File: src/sv/rlmc_pkg.sv
// ----------------------------------------------------------------------------
// rlmc_pkg
// Types, codes and reset values shared by the radio link measure controller.
// ----------------------------------------------------------------------------
package rlmc_pkg;

  typedef enum logic [1:0] {
    PH_IDLE  = 2'd0,
    PH_MEAS  = 2'd1,
    PH_SEND  = 2'd2,
    PH_RECOV = 2'd3
  } link_phase_t;

  typedef enum logic [1:0] {
    MP_BUSY  = 2'd0,
    MP_IDLE  = 2'd1,
    MP_SLEEP = 2'd2,
    MP_ERROR = 2'd3
  } meas_phase_t;

  localparam logic [1:0] LED_NONE = 2'd0;
  localparam logic [1:0] LED_ON   = 2'd1;
  localparam logic [1:0] LED_OFF  = 2'd2;

  localparam logic KIND_IRQ  = 1'b0;
  localparam logic KIND_POLL = 1'b1;

  localparam int unsigned BIT_RX_DR  = 6;
  localparam int unsigned BIT_TX_DS  = 5;
  localparam int unsigned BIT_MAX_RT = 4;

  localparam int unsigned CfgAddrW = 4;

  localparam logic [1:0] REG_MEAS_CMD    = 2'd0;
  localparam logic [1:0] REG_MAX_RETRIES = 2'd1;
  localparam logic [1:0] REG_MEAS_TO     = 2'd2;
  localparam logic [1:0] REG_TX_TO       = 2'd3;

  localparam logic [7:0]  RST_MEAS_CMD    = 8'd1;
  localparam logic [3:0]  RST_MAX_RETRIES = 4'd3;
  localparam logic [15:0] RST_MEAS_TO     = 16'd5000;
  localparam logic [15:0] RST_TX_TO       = 16'd100;

  typedef struct packed {
    logic        kind;
    logic        radio_ready;
    logic [7:0]  radio_status;
    logic        irq_pin_low;
    logic [7:0]  command_byte;
    logic [1:0]  meas_phase;
    logic        sensors_present;
    logic        start_accepted;
    logic [31:0] now_ms;
  } in_item_t;

  typedef struct packed {
    logic [1:0] link_state;
    logic [7:0] clear_irq_mask;
    logic       flush_tx_fifo;
    logic       start_meas;
    logic       reinit_meas;
    logic       send_frame;
    logic       start_receive;
    logic       reset_radio;
    logic [1:0] led_command;
    logic       tx_finished;
    logic       tx_acked;
    logic [3:0] retry_count;
  } out_item_t;

  typedef struct packed {
    logic [7:0]  meas_cmd;
    logic [3:0]  max_retries;
    logic [15:0] meas_to;
    logic [15:0] tx_to;
  } cfg_t;

endpackage

File: src/sv/radio_link_measure_controller_unit.sv
// ----------------------------------------------------------------------------
// radio_link_measure_controller_unit
// Input register, link state machine, result register and configuration registers.
// ----------------------------------------------------------------------------
// Path: an input beat passes the input register, then the result register;
//   the state machine updates as the item leaves the input register.
// Throughput: 1 beat per cycle unless a result waits on out_ready; set by the state update.
// Reset: synchronous, active low; clears state machine, both valid flags
//   and loads the configuration registers with their defaults.
module radio_link_measure_controller_unit (
  input  logic                          clk,
  input  logic                          rst_n,
  input  logic                          in_valid,
  output logic                          in_ready,
  input  rlmc_pkg::in_item_t            in_data,
  output logic                          out_valid,
  input  logic                          out_ready,
  output rlmc_pkg::out_item_t           out_data,
  input  logic                          psel,
  input  logic                          penable,
  input  logic                          pwrite,
  input  logic [rlmc_pkg::CfgAddrW-1:0] paddr,
  input  logic [31:0]                   pwdata,
  output logic [31:0]                   prdata,
  output logic                          pready
);

  rlmc_pkg::in_item_t  in_data_r;
  logic                in_valid_r;
  rlmc_pkg::out_item_t out_data_r;
  logic                out_valid_r;
  rlmc_pkg::out_item_t result;
  rlmc_pkg::cfg_t      cfg;
  logic                step;

  assign step      = in_valid_r && (!out_valid_r || out_ready);
  assign in_ready  = !in_valid_r || step;
  assign out_valid = out_valid_r;
  assign out_data  = out_data_r;

  rlmc_cfg_regs u_cfg (
    .clk     (clk),
    .rst_n   (rst_n),
    .psel    (psel),
    .penable (penable),
    .pwrite  (pwrite),
    .paddr   (paddr),
    .pwdata  (pwdata),
    .prdata  (prdata),
    .pready  (pready),
    .cfg     (cfg)
  );

  rlmc_link_fsm u_fsm (
    .clk    (clk),
    .rst_n  (rst_n),
    .step   (step),
    .item   (in_data_r),
    .cfg    (cfg),
    .result (result)
  );

  always_ff @(posedge clk) begin
    if (!rst_n) begin
      in_valid_r <= 1'b0;
    end else if (in_ready) begin
      in_valid_r <= in_valid;
    end
  end

  always_ff @(posedge clk) begin
    if (in_valid && in_ready) begin
      in_data_r <= in_data;
    end
  end

  always_ff @(posedge clk) begin
    if (!rst_n) begin
      out_valid_r <= 1'b0;
    end else if (step) begin
      out_valid_r <= 1'b1;
    end else if (out_ready) begin
      out_valid_r <= 1'b0;
    end
  end

  always_ff @(posedge clk) begin
    if (step) begin
      out_data_r <= result;
    end
  end

`ifndef SYNTHESIS
  a_acked_needs_finish: assert property (@(posedge clk) disable iff (!rst_n)
    out_valid_r && out_data_r.tx_acked |-> out_data_r.tx_finished)
    else $error("tx_acked without tx_finished");

  a_send_enters_send: assert property (@(posedge clk) disable iff (!rst_n)
    out_valid_r && out_data_r.send_frame |->
      out_data_r.link_state == rlmc_pkg::PH_SEND)
    else $error("send_frame outside sending state");

  a_finish_to_idle: assert property (@(posedge clk) disable iff (!rst_n)
    out_valid_r && out_data_r.tx_finished |->
      out_data_r.link_state == rlmc_pkg::PH_IDLE && out_data_r.start_receive)
    else $error("finished transmit did not return to idle");

  a_empty_takes_beat: assert property (@(posedge clk) disable iff (!rst_n)
    !in_valid_r |-> in_ready)
    else $error("empty input register stalls");

  a_stall_holds_result: assert property (@(posedge clk) disable iff (!rst_n)
    out_valid_r && !out_ready |=> out_valid_r && $stable(out_data_r))
    else $error("stalled result changed");
`endif

endmodule

File: src/sv/rlmc_cfg_regs.sv
// ----------------------------------------------------------------------------
// rlmc_cfg_regs
// APB register file holding command code, retry limit and the two timeouts.
// ----------------------------------------------------------------------------
module rlmc_cfg_regs (
  input  logic                          clk,
  input  logic                          rst_n,
  input  logic                          psel,
  input  logic                          penable,
  input  logic                          pwrite,
  input  logic [rlmc_pkg::CfgAddrW-1:0] paddr,
  input  logic [31:0]                   pwdata,
  output logic [31:0]                   prdata,
  output logic                          pready,
  output rlmc_pkg::cfg_t                cfg
);

  rlmc_pkg::cfg_t cfg_r;
  rlmc_pkg::cfg_t cfg_nxt;
  logic           wr_en;
  logic [1:0]     reg_idx;

  assign pready  = 1'b1;
  assign wr_en   = psel && penable && pwrite;
  assign reg_idx = paddr[3:2];
  assign cfg     = cfg_r;

  always_comb begin
    cfg_nxt = cfg_r;
    if (wr_en) begin
      case (reg_idx)
        rlmc_pkg::REG_MEAS_CMD:    cfg_nxt.meas_cmd    = pwdata[7:0];
        rlmc_pkg::REG_MAX_RETRIES: cfg_nxt.max_retries = pwdata[3:0];
        rlmc_pkg::REG_MEAS_TO:     cfg_nxt.meas_to     = pwdata[15:0];
        rlmc_pkg::REG_TX_TO:       cfg_nxt.tx_to       = pwdata[15:0];
        default:                   cfg_nxt = cfg_r;
      endcase
    end
  end

  always_comb begin
    case (reg_idx)
      rlmc_pkg::REG_MEAS_CMD:    prdata = {24'd0, cfg_r.meas_cmd};
      rlmc_pkg::REG_MAX_RETRIES: prdata = {28'd0, cfg_r.max_retries};
      rlmc_pkg::REG_MEAS_TO:     prdata = {16'd0, cfg_r.meas_to};
      rlmc_pkg::REG_TX_TO:       prdata = {16'd0, cfg_r.tx_to};
      default:                   prdata = 32'd0;
    endcase
  end

  always_ff @(posedge clk) begin
    if (!rst_n) begin
      cfg_r.meas_cmd    <= rlmc_pkg::RST_MEAS_CMD;
      cfg_r.max_retries <= rlmc_pkg::RST_MAX_RETRIES;
      cfg_r.meas_to     <= rlmc_pkg::RST_MEAS_TO;
      cfg_r.tx_to       <= rlmc_pkg::RST_TX_TO;
    end else begin
      cfg_r <= cfg_nxt;
    end
  end

endmodule

File: src/sv/rlmc_link_fsm.sv
// ----------------------------------------------------------------------------
// rlmc_link_fsm
// Link state machine: interrupt decode, measurement control and timeouts.
// ----------------------------------------------------------------------------
module rlmc_link_fsm (
  input  logic                clk,
  input  logic                rst_n,
  input  logic                step,
  input  rlmc_pkg::in_item_t  item,
  input  rlmc_pkg::cfg_t      cfg,
  output rlmc_pkg::out_item_t result
);

  rlmc_pkg::link_phase_t phase_r, phase_nxt;
  logic        irq_pending_r, irq_pending_nxt;
  logic        cmd_pending_r, cmd_pending_nxt;
  logic        tx_busy_r, tx_busy_nxt;
  logic        tx_complete_r, tx_complete_nxt;
  logic        tx_success_r, tx_success_nxt;
  logic        meas_running_r, meas_running_nxt;
  logic [3:0]  retries_r, retries_nxt;
  logic [31:0] tx_start_r, tx_start_nxt;
  logic [31:0] meas_start_r, meas_start_nxt;

  logic        poll;
  logic        handle;
  logic        rx_dr, tx_ds, max_rt;
  logic        cmd_pend_a, tx_complete_a, tx_success_a;
  logic        want_start, took_start, running_a;
  logic [1:0]  eff_phase;
  logic        meas_done, meas_err, retry_ok;
  logic [31:0] meas_age, tx_age;
  logic        meas_late, tx_late;
  logic        in_meas, in_send, in_idle, in_recov;
  logic        go_send, do_reinit, go_meas, tx_end, go_recov;

  assign poll   = (item.kind == rlmc_pkg::KIND_POLL) && item.radio_ready;
  assign handle = poll && irq_pending_r;
  assign rx_dr  = handle && item.radio_status[rlmc_pkg::BIT_RX_DR];
  assign tx_ds  = handle && item.radio_status[rlmc_pkg::BIT_TX_DS];
  assign max_rt = handle && item.radio_status[rlmc_pkg::BIT_MAX_RT];

  assign cmd_pend_a    = cmd_pending_r || (rx_dr && (item.command_byte == cfg.meas_cmd));
  assign tx_complete_a = tx_complete_r || tx_ds || max_rt;
  assign tx_success_a  = max_rt ? 1'b0 : (tx_ds ? 1'b1 : tx_success_r);

  assign in_idle  = poll && (phase_r == rlmc_pkg::PH_IDLE);
  assign in_meas  = poll && (phase_r == rlmc_pkg::PH_MEAS);
  assign in_send  = poll && (phase_r == rlmc_pkg::PH_SEND);
  assign in_recov = poll && (phase_r == rlmc_pkg::PH_RECOV);

  assign want_start = in_meas && !meas_running_r &&
                      ((item.meas_phase == rlmc_pkg::MP_IDLE) ||
                       (item.meas_phase == rlmc_pkg::MP_SLEEP));
  assign took_start = want_start && item.start_accepted;
  assign running_a  = meas_running_r || took_start;
  assign eff_phase  = took_start ? rlmc_pkg::MP_BUSY : item.meas_phase;

  assign meas_age  = item.now_ms - meas_start_r;
  assign tx_age    = item.now_ms - tx_start_r;
  assign meas_late = meas_age > {16'd0, cfg.meas_to};
  assign tx_late   = tx_age > {16'd0, cfg.tx_to};

  assign meas_done = running_a && (eff_phase == rlmc_pkg::MP_SLEEP);
  assign meas_err  = eff_phase == rlmc_pkg::MP_ERROR;
  assign retry_ok  = item.sensors_present && (retries_r < cfg.max_retries);
  assign do_reinit = in_meas && !meas_done && meas_err && retry_ok;
  assign go_send   = in_meas && (meas_done || (meas_err && !retry_ok) ||
                                 (!meas_err && meas_late));
  assign go_meas   = in_idle && cmd_pend_a;
  assign tx_end    = in_send && tx_complete_a;
  assign go_recov  = in_send && !tx_complete_a && tx_busy_r && tx_late;

  always_comb begin
    phase_nxt        = phase_r;
    irq_pending_nxt  = irq_pending_r;
    cmd_pending_nxt  = cmd_pending_r;
    tx_busy_nxt      = tx_busy_r;
    tx_complete_nxt  = tx_complete_r;
    tx_success_nxt   = tx_success_r;
    meas_running_nxt = meas_running_r;
    retries_nxt      = retries_r;
    tx_start_nxt     = tx_start_r;
    meas_start_nxt   = meas_start_r;
    if (item.kind == rlmc_pkg::KIND_IRQ) begin
      irq_pending_nxt = 1'b1;
    end else if (poll) begin
      irq_pending_nxt = 1'b0;
      cmd_pending_nxt = cmd_pend_a;
      tx_complete_nxt = tx_complete_a;
      tx_success_nxt  = tx_success_a;
      case (phase_r)
        rlmc_pkg::PH_IDLE: begin
          irq_pending_nxt = item.irq_pin_low;
          if (go_meas) begin
            cmd_pending_nxt  = 1'b0;
            retries_nxt      = 4'd0;
            meas_running_nxt = 1'b0;
            meas_start_nxt   = item.now_ms;
            phase_nxt        = rlmc_pkg::PH_MEAS;
          end
        end
        rlmc_pkg::PH_MEAS: begin
          meas_running_nxt = running_a;
          if (do_reinit) begin
            retries_nxt      = retries_r + 4'd1;
            meas_running_nxt = 1'b0;
          end
          if (go_send) begin
            tx_complete_nxt = 1'b0;
            tx_success_nxt  = 1'b0;
            tx_busy_nxt     = 1'b1;
            tx_start_nxt    = item.now_ms;
            phase_nxt       = rlmc_pkg::PH_SEND;
          end
        end
        rlmc_pkg::PH_SEND: begin
          if (!tx_complete_a &&
              (item.radio_status[rlmc_pkg::BIT_TX_DS] ||
               item.radio_status[rlmc_pkg::BIT_MAX_RT])) begin
            irq_pending_nxt = 1'b1;
          end
          if (tx_end) begin
            tx_complete_nxt = 1'b0;
            tx_busy_nxt     = 1'b0;
            phase_nxt       = rlmc_pkg::PH_IDLE;
          end else if (go_recov) begin
            phase_nxt = rlmc_pkg::PH_RECOV;
          end
        end
        default: begin
          tx_busy_nxt     = 1'b0;
          tx_complete_nxt = 1'b0;
          tx_success_nxt  = 1'b0;
          cmd_pending_nxt = 1'b0;
          phase_nxt       = rlmc_pkg::PH_IDLE;
        end
      endcase
    end
  end

  always_comb begin
    result                = '0;
    result.link_state     = phase_nxt;
    result.retry_count    = retries_nxt;
    result.clear_irq_mask[rlmc_pkg::BIT_RX_DR]  = rx_dr;
    result.clear_irq_mask[rlmc_pkg::BIT_TX_DS]  = tx_ds;
    result.clear_irq_mask[rlmc_pkg::BIT_MAX_RT] = max_rt;
    result.flush_tx_fifo  = max_rt;
    result.start_meas     = want_start;
    result.reinit_meas    = do_reinit;
    result.send_frame     = go_send;
    result.start_receive  = tx_end || in_recov;
    result.reset_radio    = in_recov;
    result.tx_finished    = tx_end;
    result.tx_acked       = tx_end && tx_success_a;
    if (go_meas) begin
      result.led_command = rlmc_pkg::LED_ON;
    end else if (tx_end || in_recov) begin
      result.led_command = rlmc_pkg::LED_OFF;
    end else begin
      result.led_command = rlmc_pkg::LED_NONE;
    end
  end

  always_ff @(posedge clk) begin
    if (!rst_n) begin
      phase_r        <= rlmc_pkg::PH_IDLE;
      irq_pending_r  <= 1'b0;
      cmd_pending_r  <= 1'b0;
      tx_busy_r      <= 1'b0;
      tx_complete_r  <= 1'b0;
      tx_success_r   <= 1'b0;
      meas_running_r <= 1'b0;
      retries_r      <= 4'd0;
      tx_start_r     <= 32'd0;
      meas_start_r   <= 32'd0;
    end else if (step) begin
      phase_r        <= phase_nxt;
      irq_pending_r  <= irq_pending_nxt;
      cmd_pending_r  <= cmd_pending_nxt;
      tx_busy_r      <= tx_busy_nxt;
      tx_complete_r  <= tx_complete_nxt;
      tx_success_r   <= tx_success_nxt;
      meas_running_r <= meas_running_nxt;
      retries_r      <= retries_nxt;
      tx_start_r     <= tx_start_nxt;
      meas_start_r   <= meas_start_nxt;
    end
  end

endmodule
File: config.mk
export PLATFORM = sky130hd
export DESIGN_NAME = radio_link_measure_controller_unit
export DESIGN_NICKNAME = d
export VERILOG_FILES = /design/src/sv/rlmc_pkg.sv /design/src/sv/radio_link_measure_controller_unit.sv /design/src/sv/rlmc_cfg_regs.sv /design/src/sv/rlmc_link_fsm.sv
export SDC_FILE = /design/constraint.sdc
export NUM_CORES = 1
export LEC_CHECK = 0
export CORE_ASPECT_RATIO = 1.2
export CORE_MARGIN = 2
export CORE_UTILIZATION = 25
export CTS_BUF_LIST = sky130_fd_sc_hd__clkbuf_16
export DETAILED_ROUTE_END_ITERATION = 8
export DONT_BUFFER_PORTS = 1
export PLACE_DENSITY_LB_ADDON = 0.25
export SLEW_MARGIN = 20
export SYNTH_ARGS = -nofsm -noshare
export SYNTH_HDL_FRONTEND = slang
export SYNTH_HIERARCHICAL = 1
export SYNTH_SLANG_ARGS = --single-unit
File: constraint.sdc
create_clock -name clk -period 7.6 [get_ports clk]
set_clock_uncertainty 0.2 [all_clocks]
set_input_delay 0 -clock clk [delete_from_list [all_inputs] [get_ports clk]]
set_output_delay 0 -clock clk [all_outputs]
set_load 0.02 [all_outputs]
# ---- Yosys cells after proc, flatten, opt, wreduce, memory -nomap -nowiden
# Cells that the tools add are included.
dict set report classes {
  n_eq_ne 15
  addsub 3
  muxes 36
  n_reduce_logical 66
  bitwise 1
  magnitude_cmp 3
}
# cell count
set ops {}
lappend ops {{32-bit one-hot mux with 4 select lines} 1}
lappend ops {{32-bit by 16-bit greater-than comparator with 1-bit output} 2}
lappend ops {{32-bit subtractor} 2}
lappend ops {{1-bit logical AND} 32}
lappend ops {{2-bit 2-to-1 mux} 8}
lappend ops {{4-bit 2-to-1 mux} 4}
lappend ops {{1-bit 2-to-1 mux} 15}
lappend ops {{5-bit AND reduction} 3}
lappend ops {{2-bit == test, second input constant} 7}
lappend ops {{1-bit logical OR} 11}
lappend ops {{2-bit AND reduction} 5}
lappend ops {{8-bit == test} 1}
lappend ops {{2-bit by 1-bit inequality test with 1-bit output, second input constant} 4}
lappend ops {{1-bit one-hot mux with 2 select lines} 4}
lappend ops {{4-bit one-hot mux with 2 select lines} 1}
lappend ops {{1-bit zero test} 7}
lappend ops {{2-bit by 1-bit == test with 1-bit output, second input constant} 3}
lappend ops {{1-bit one-hot mux with 3 select lines} 2}
lappend ops {{2-bit one-hot mux with 3 select lines} 1}
lappend ops {{6-bit AND reduction} 1}
lappend ops {{4-bit by 1-bit adder with 4-bit output, second input constant} 1}
lappend ops {{2-bit zero test} 2}
lappend ops {{4-bit < comparator} 1}
lappend ops {{2-bit nonzero test} 2}
lappend ops {{3 further kinds} 4}
dict set report totals {
  regBits 195
  out_inout_bits 59
  word_cells 161
}

# ---- Logic depth before layout (Yosys ltp)
dict set report depth {
  ltp_word 16
  ltp_mapped 24
  mapped_depth_nobuf 24
}

# ---- Modules after synthesis
# The synthesis kept the hierarchy.
# module instances cells_each area_each_um2 seq_area_each_um2
set by_module_without_submodules {}
lappend by_module_without_submodules {rlmc_link_fsm 1 1198 8565.7 1521.5}
lappend by_module_without_submodules {radio_link_measure_controller_unit 1 88 2476.1 2412.3}
lappend by_module_without_submodules {rlmc_cfg_regs 1 230 2248.4 880.8}

# ---- Worst setup path after synthesis
# Ideal clock, no wire load.
dict set report synth_timing {
  path_type {register to register}
  start {register in_data_r[0] in the netlist's numbering}
  end {register u_fsm.tx_start_r[0]}
  setup_slack_ns 2.878
  period_less_slack_ns 4.722
  path_stages_with_launch 25
  setup_time_ns 0.120
  arrival_ns 4.403
  required_ns 7.280
  path_buffers 2
  path_cell_list {edfxtp_1 inv_1 ha_1 fa_1 nor2b_1 o2111ai_1 a21oi_1 nor2_1 nor3_1 nor2_1 xnor2_1 ha_1 o21ai_0 nor2_1 nor4_1 a22o_1 o211ai_1 nor4_2 nand4_1 or4b_1 o21a_1 and3_4 buf_6 buf_6 mux2i_1}
}
dict set report synth_between {
  elab_chain_cells 6
}
# item line_no
set synth_rtl {}
lappend synth_rtl {{start, declared} radio_link_measure_controller_unit.sv:28} ;# rlmc_pkg::in_item_t in_data_r;
lappend synth_rtl {{start signal, assigned} radio_link_measure_controller_unit.sv:73} ;# in_data_r <= in_data;
lappend synth_rtl {{32-bit subtractor} rlmc_link_fsm.sv:59} ;# assign meas_age = item.now_ms - meas_start_r;
lappend synth_rtl {{32-bit by 16-bit greater-than comparator with 1-bit output} rlmc_link_fsm.sv:61} ;# assign meas_late = meas_age > {16'd0, cfg.meas_to};
lappend synth_rtl {{1-bit logical AND} rlmc_link_fsm.sv:69} ;# (!meas_err && meas_late));
lappend synth_rtl {{1-bit logical OR} rlmc_link_fsm.sv:68} ;# assign go_send = in_meas && (meas_done || (meas_err && !retry_ok) ||
lappend synth_rtl {{1-bit logical AND} rlmc_link_fsm.sv:68}
lappend synth_rtl {{named net u_fsm.go_send} rlmc_link_fsm.sv:35} ;# logic go_send, do_reinit, go_meas, tx_end, go_recov;
lappend synth_rtl {{5-bit AND reduction (no line)} n/a}
lappend synth_rtl {{end signal, assigned} rlmc_link_fsm.sv:187} ;# tx_start_r <= tx_start_nxt;
lappend synth_rtl {{end, declared} rlmc_link_fsm.sv:22} ;# logic [31:0] tx_start_r, tx_start_nxt;
# The timed path passes the listed nets, and every way through them passes these cells.
# A chain may end at the register's enable or synchronous reset.

==> impl_table.tex <==
\begin{tabular}{lr}
\hline
Metric & Value \\
\hline
\multicolumn{2}{l}{\textbf{Pwr}} \\
\quad Sequential Power Share & 0.463 \\
\quad VDD IR max & 0.0001590 V \\
\quad LEAKAGE & 5.746 nW \\
\quad Proportion of power drawn by combinational gates & 0.167 \\
\quad Pint & 0.001750 W \\
\quad Net switching power & 0.0007385 W \\
\quad Net Sw Frac & 0.2968 \\
\quad Power Dens Cells & 159.6 nW/um2 \\
\quad Proportion of power drawn by the clock network & 0.371 \\
\multicolumn{2}{l}{\textbf{STA}} \\
\quad Number of endpoints with negative hold slack in the final report & 0 \\
\quad Final-report setup violation count & 0 \\
\quad WHS & 0.02503 ns \\
\quad Peak Freq & 0.1696 GHz \\
\quad Worst rel slew slack & 0.4073 \\
\quad Share of the clock period used by the worst path after layout & 0.7757 \\
\quad Pins over their slew limit & 0 \\
\quad Total negative slack for setup checks & 0 ns \\
\quad Setup repair after global routing missed its margin & no \\
\quad Worst Max-Slew Pin Slew & 0.8809 ns \\
\quad Fin crit period & 5.895 ns \\
\multicolumn{2}{l}{\textbf{Drt}} \\
\quad Initial detailed-routing violation count & 465 \\
\quad Post-route DRC & 0 \\
\quad Detail-routed net length per standard cell & 16.03 um \\
\quad DRT Wirelength & 36990 um \\
\quad Routed vias & 10840 \\
\quad First drt pass iteration count & 5 \\
\quad Remaining antenna violation count & 0 \\
\quad Average vias per placed instance & 4.697 \\
\multicolumn{2}{l}{\textbf{Finish}} \\
\quad Final Util & 0.2984 \\
\quad Fill cell count & 5511 \\
\quad Top library cells by usage in the layout, fill and taps aside & 250 x sky130\_fd\_sc\_hd\_\_nand2\_1, 143 x sky130\_fd\_sc\_hd\_\_dlygate4sd3\_1, 132 x sky130\_fd\_sc\_hd\_\_inv\_1 \\
\quad Layout Area Growth over Synthesis & 18.66\% \\
\quad Number of nets in the layout & 1794 \\
\quad Leading cell type in the layout, fill and taps excluded & sky130\_fd\_sc\_hd\_\_nand2\_1 \\
\quad Layout cells sized above 1 & 0.05053 \\
\quad Antenna Diode Count & 0 \\
\multicolumn{2}{l}{\textbf{Critical path}} \\
\quad Crit end category & flop \\
\quad Setup CP Type & flop to flop \\
\quad Cell at the slowest stage of the critical path & sky130\_fd\_sc\_hd\_\_nor4b\_1 \\
\quad Crit path buf inv count & 2 \\
\quad Endpoint arrival time on the critical path & 5.91 ns \\
\quad Required time of the critical path & 7.61 ns \\
\quad Slack of the worst reg-to-reg path & 1.70 ns \\
\quad Critical path fanouts, max & 3 \\
\quad Family with the most delay on the worst path & simple AND/OR/NAND/NOR gates \\
\quad Critical-path cell list & inv\_1 -> ha\_1 -> inv\_1 -> fa\_1 -> a21o\_1 -> a221oi\_2 -> nand2b\_1 -> a21boi\_0 -> o21ai\_0 -> nand2b\_1 -> a21oi\_1 -> xnor2\_1 -> ha\_1 -> nand2\_1 -> or3\_1 -> nor3\_1 -> a21oi\_1 -> nor4b\_1 -> nand4\_1 -> nor4\_1 -> nand4\_1 -> a211oi\_1 -> o31ai\_1 \\
\quad Setup crit start kind & flop \\
\quad Worst path max stage delay & 0.58 ns \\
\multicolumn{2}{l}{\textbf{Clocking}} \\
\quad Library cell used as clock root buffer & sky130\_fd\_sc\_hd\_\_clkbuf\_16 \\
\quad \# clock sinks & 196 \\
\quad Total number of H-tree levels & 4 \\
\quad Quantity of hold-fixing buffers added after cts & 144 \\
\quad Number of CTS-inserted buffers & 17 \\
\quad \# Post-CTS Setup Buffers & 0 \\
\quad Clock transition time at the flip-flop clock pins of the worst setup and hold paths & 0.08 ns \\
\quad Post-CTS sizing & 0 \\
\quad Clock insertion delay at the later pin of the skew report & 0.49 ns \\
\quad CTS tree & built \\
\quad Maximum count of clock buffers along a single path & 2 \\
\multicolumn{2}{l}{\textbf{Min path}} \\
\quad Hold WC Path Type & input port to flop \\
\multicolumn{2}{l}{\textbf{GRT}} \\
\quad Number of global-route vias before repair & 10750 \\
\quad Sum of overflow across all layers after global routing & 0 \\
\quad Pin count of the biggest net entering global routing & 132 \\
\quad Initial antenna violation count & 0 \\
\quad Global-route total usage across every layer & 0.1386 \\
\quad Global-route wire length before repair & 58190 um \\
\multicolumn{2}{l}{\textbf{Floorplanning}} \\
\quad Number of I/O pins & 157 \\
\quad Floorplan core area & 52260 um2 \\
\quad Vertical die dimension & 255.1 um \\
\quad Starting utilization of the core area & 0.2514 \\
\quad Total die area & 54420 um2 \\
\quad Die width & 213.3 um \\
\quad Number of cell rows & 92 \\
\multicolumn{2}{l}{\textbf{Logic synthesis}} \\
\quad Syn Area/Cell & 8.696 um2 \\
\quad Mapped Cells & 1511 \\
\quad Yosys synthesis warning count & 6 \\
\quad Area of the mapped netlist & 13140 um2 \\
\multicolumn{2}{l}{\textbf{Outcome}} \\
\quad Status & finished, final reports clean \\
\multicolumn{2}{l}{\textbf{Place}} \\
\quad HPWL after detailed placement & 27670 um \\
\quad Routability-driven placement congestion ratio & 0.8220 \\
\quad Quantity of I/O buffers inserted on ports & 0 \\
\multicolumn{2}{l}{\textbf{Job}} \\
\quad Max-cap violations & 0 \\
\hline
\end{tabular}
==> stage by stage <==
stage                     std cells  setup WS, ns  cell area [um2]  total power [W]
final                          2308         1.705            15590         0.002488
after global routing           2308         1.366            15590         0.002618
after detailed placement       2132         1.747            13540         0.001519
after global placement         2132         1.737            13540         0.001515
after floorplan                1530         2.878            13210         0.001451
after CTS                      2308         1.707            15590         0.002533
==> state kept, by name, indices dropped and copies added, names as in the netlist, 2 cells and up <==
name                count
u_fsm/phase_r           2
u_cfg/cfg              44
out_data               24
u_fsm/meas_start_r     32
u_fsm/tx_start_r       32
in_data_r              50
u_fsm/retries_r         4
==> tightest hold or removal path, stage by stage <==
cell	delay, ns
sky130_fd_sc_hd__and3_1	0.26
sky130_fd_sc_hd__nand2_2	0.28
sky130_fd_sc_hd__mux2i_1	0.11
==> power by group through the flow <==
stage,Combinational (W),Clock [W],Sequential [W]
after floorplan,0.000288,0,0.00116
after global placement,0.000339,0,0.00118
after detailed placement,0.000342,0,0.00118
after CTS,0.000417,0.000964,0.00115
after global routing,0.000460,0.00100,0.00116
final,0.000415,0.000922,0.00115
==> final timing paths <==
path / start / endpoint / cells past startpoint
setup reg to reg: in_data_r[0] / out_data[23] / 23
setup / recovery: in_data_r[0] / out_data[23] / 23
hold / removal: pwrite / u_cfg/cfg[36] / 3
hold reg to reg: u_fsm/meas_start_r[20] / u_fsm/meas_start_r[20] / 2
==> per-layer routing <==
layer  share of wire  track usage  vias up
met5               0            0        -
met2            0.51       0.2474      177
met1            0.44       0.1659     5211
met3           0.027      0.01951       43
li1                -            -     5410
met4           0.026      0.05694        0
==> layout make-up <==
type | instances | area (um2) | area share
tap | 705 | 882.1 | 0.05657
inverter | 133 | 499.2 | 0.03202
timing repair buffer | 149 | 1496 | 0.09597
clock buffer | 18 | 450.4 | 0.02889
multi-input combinational | 1093 | 7461 | 0.4785
clock inverter | 14 | 138.9 | 0.008907
sequential | 196 | 4664 | 0.2991
No activity file was read; power rests on OpenSTA's default activity.
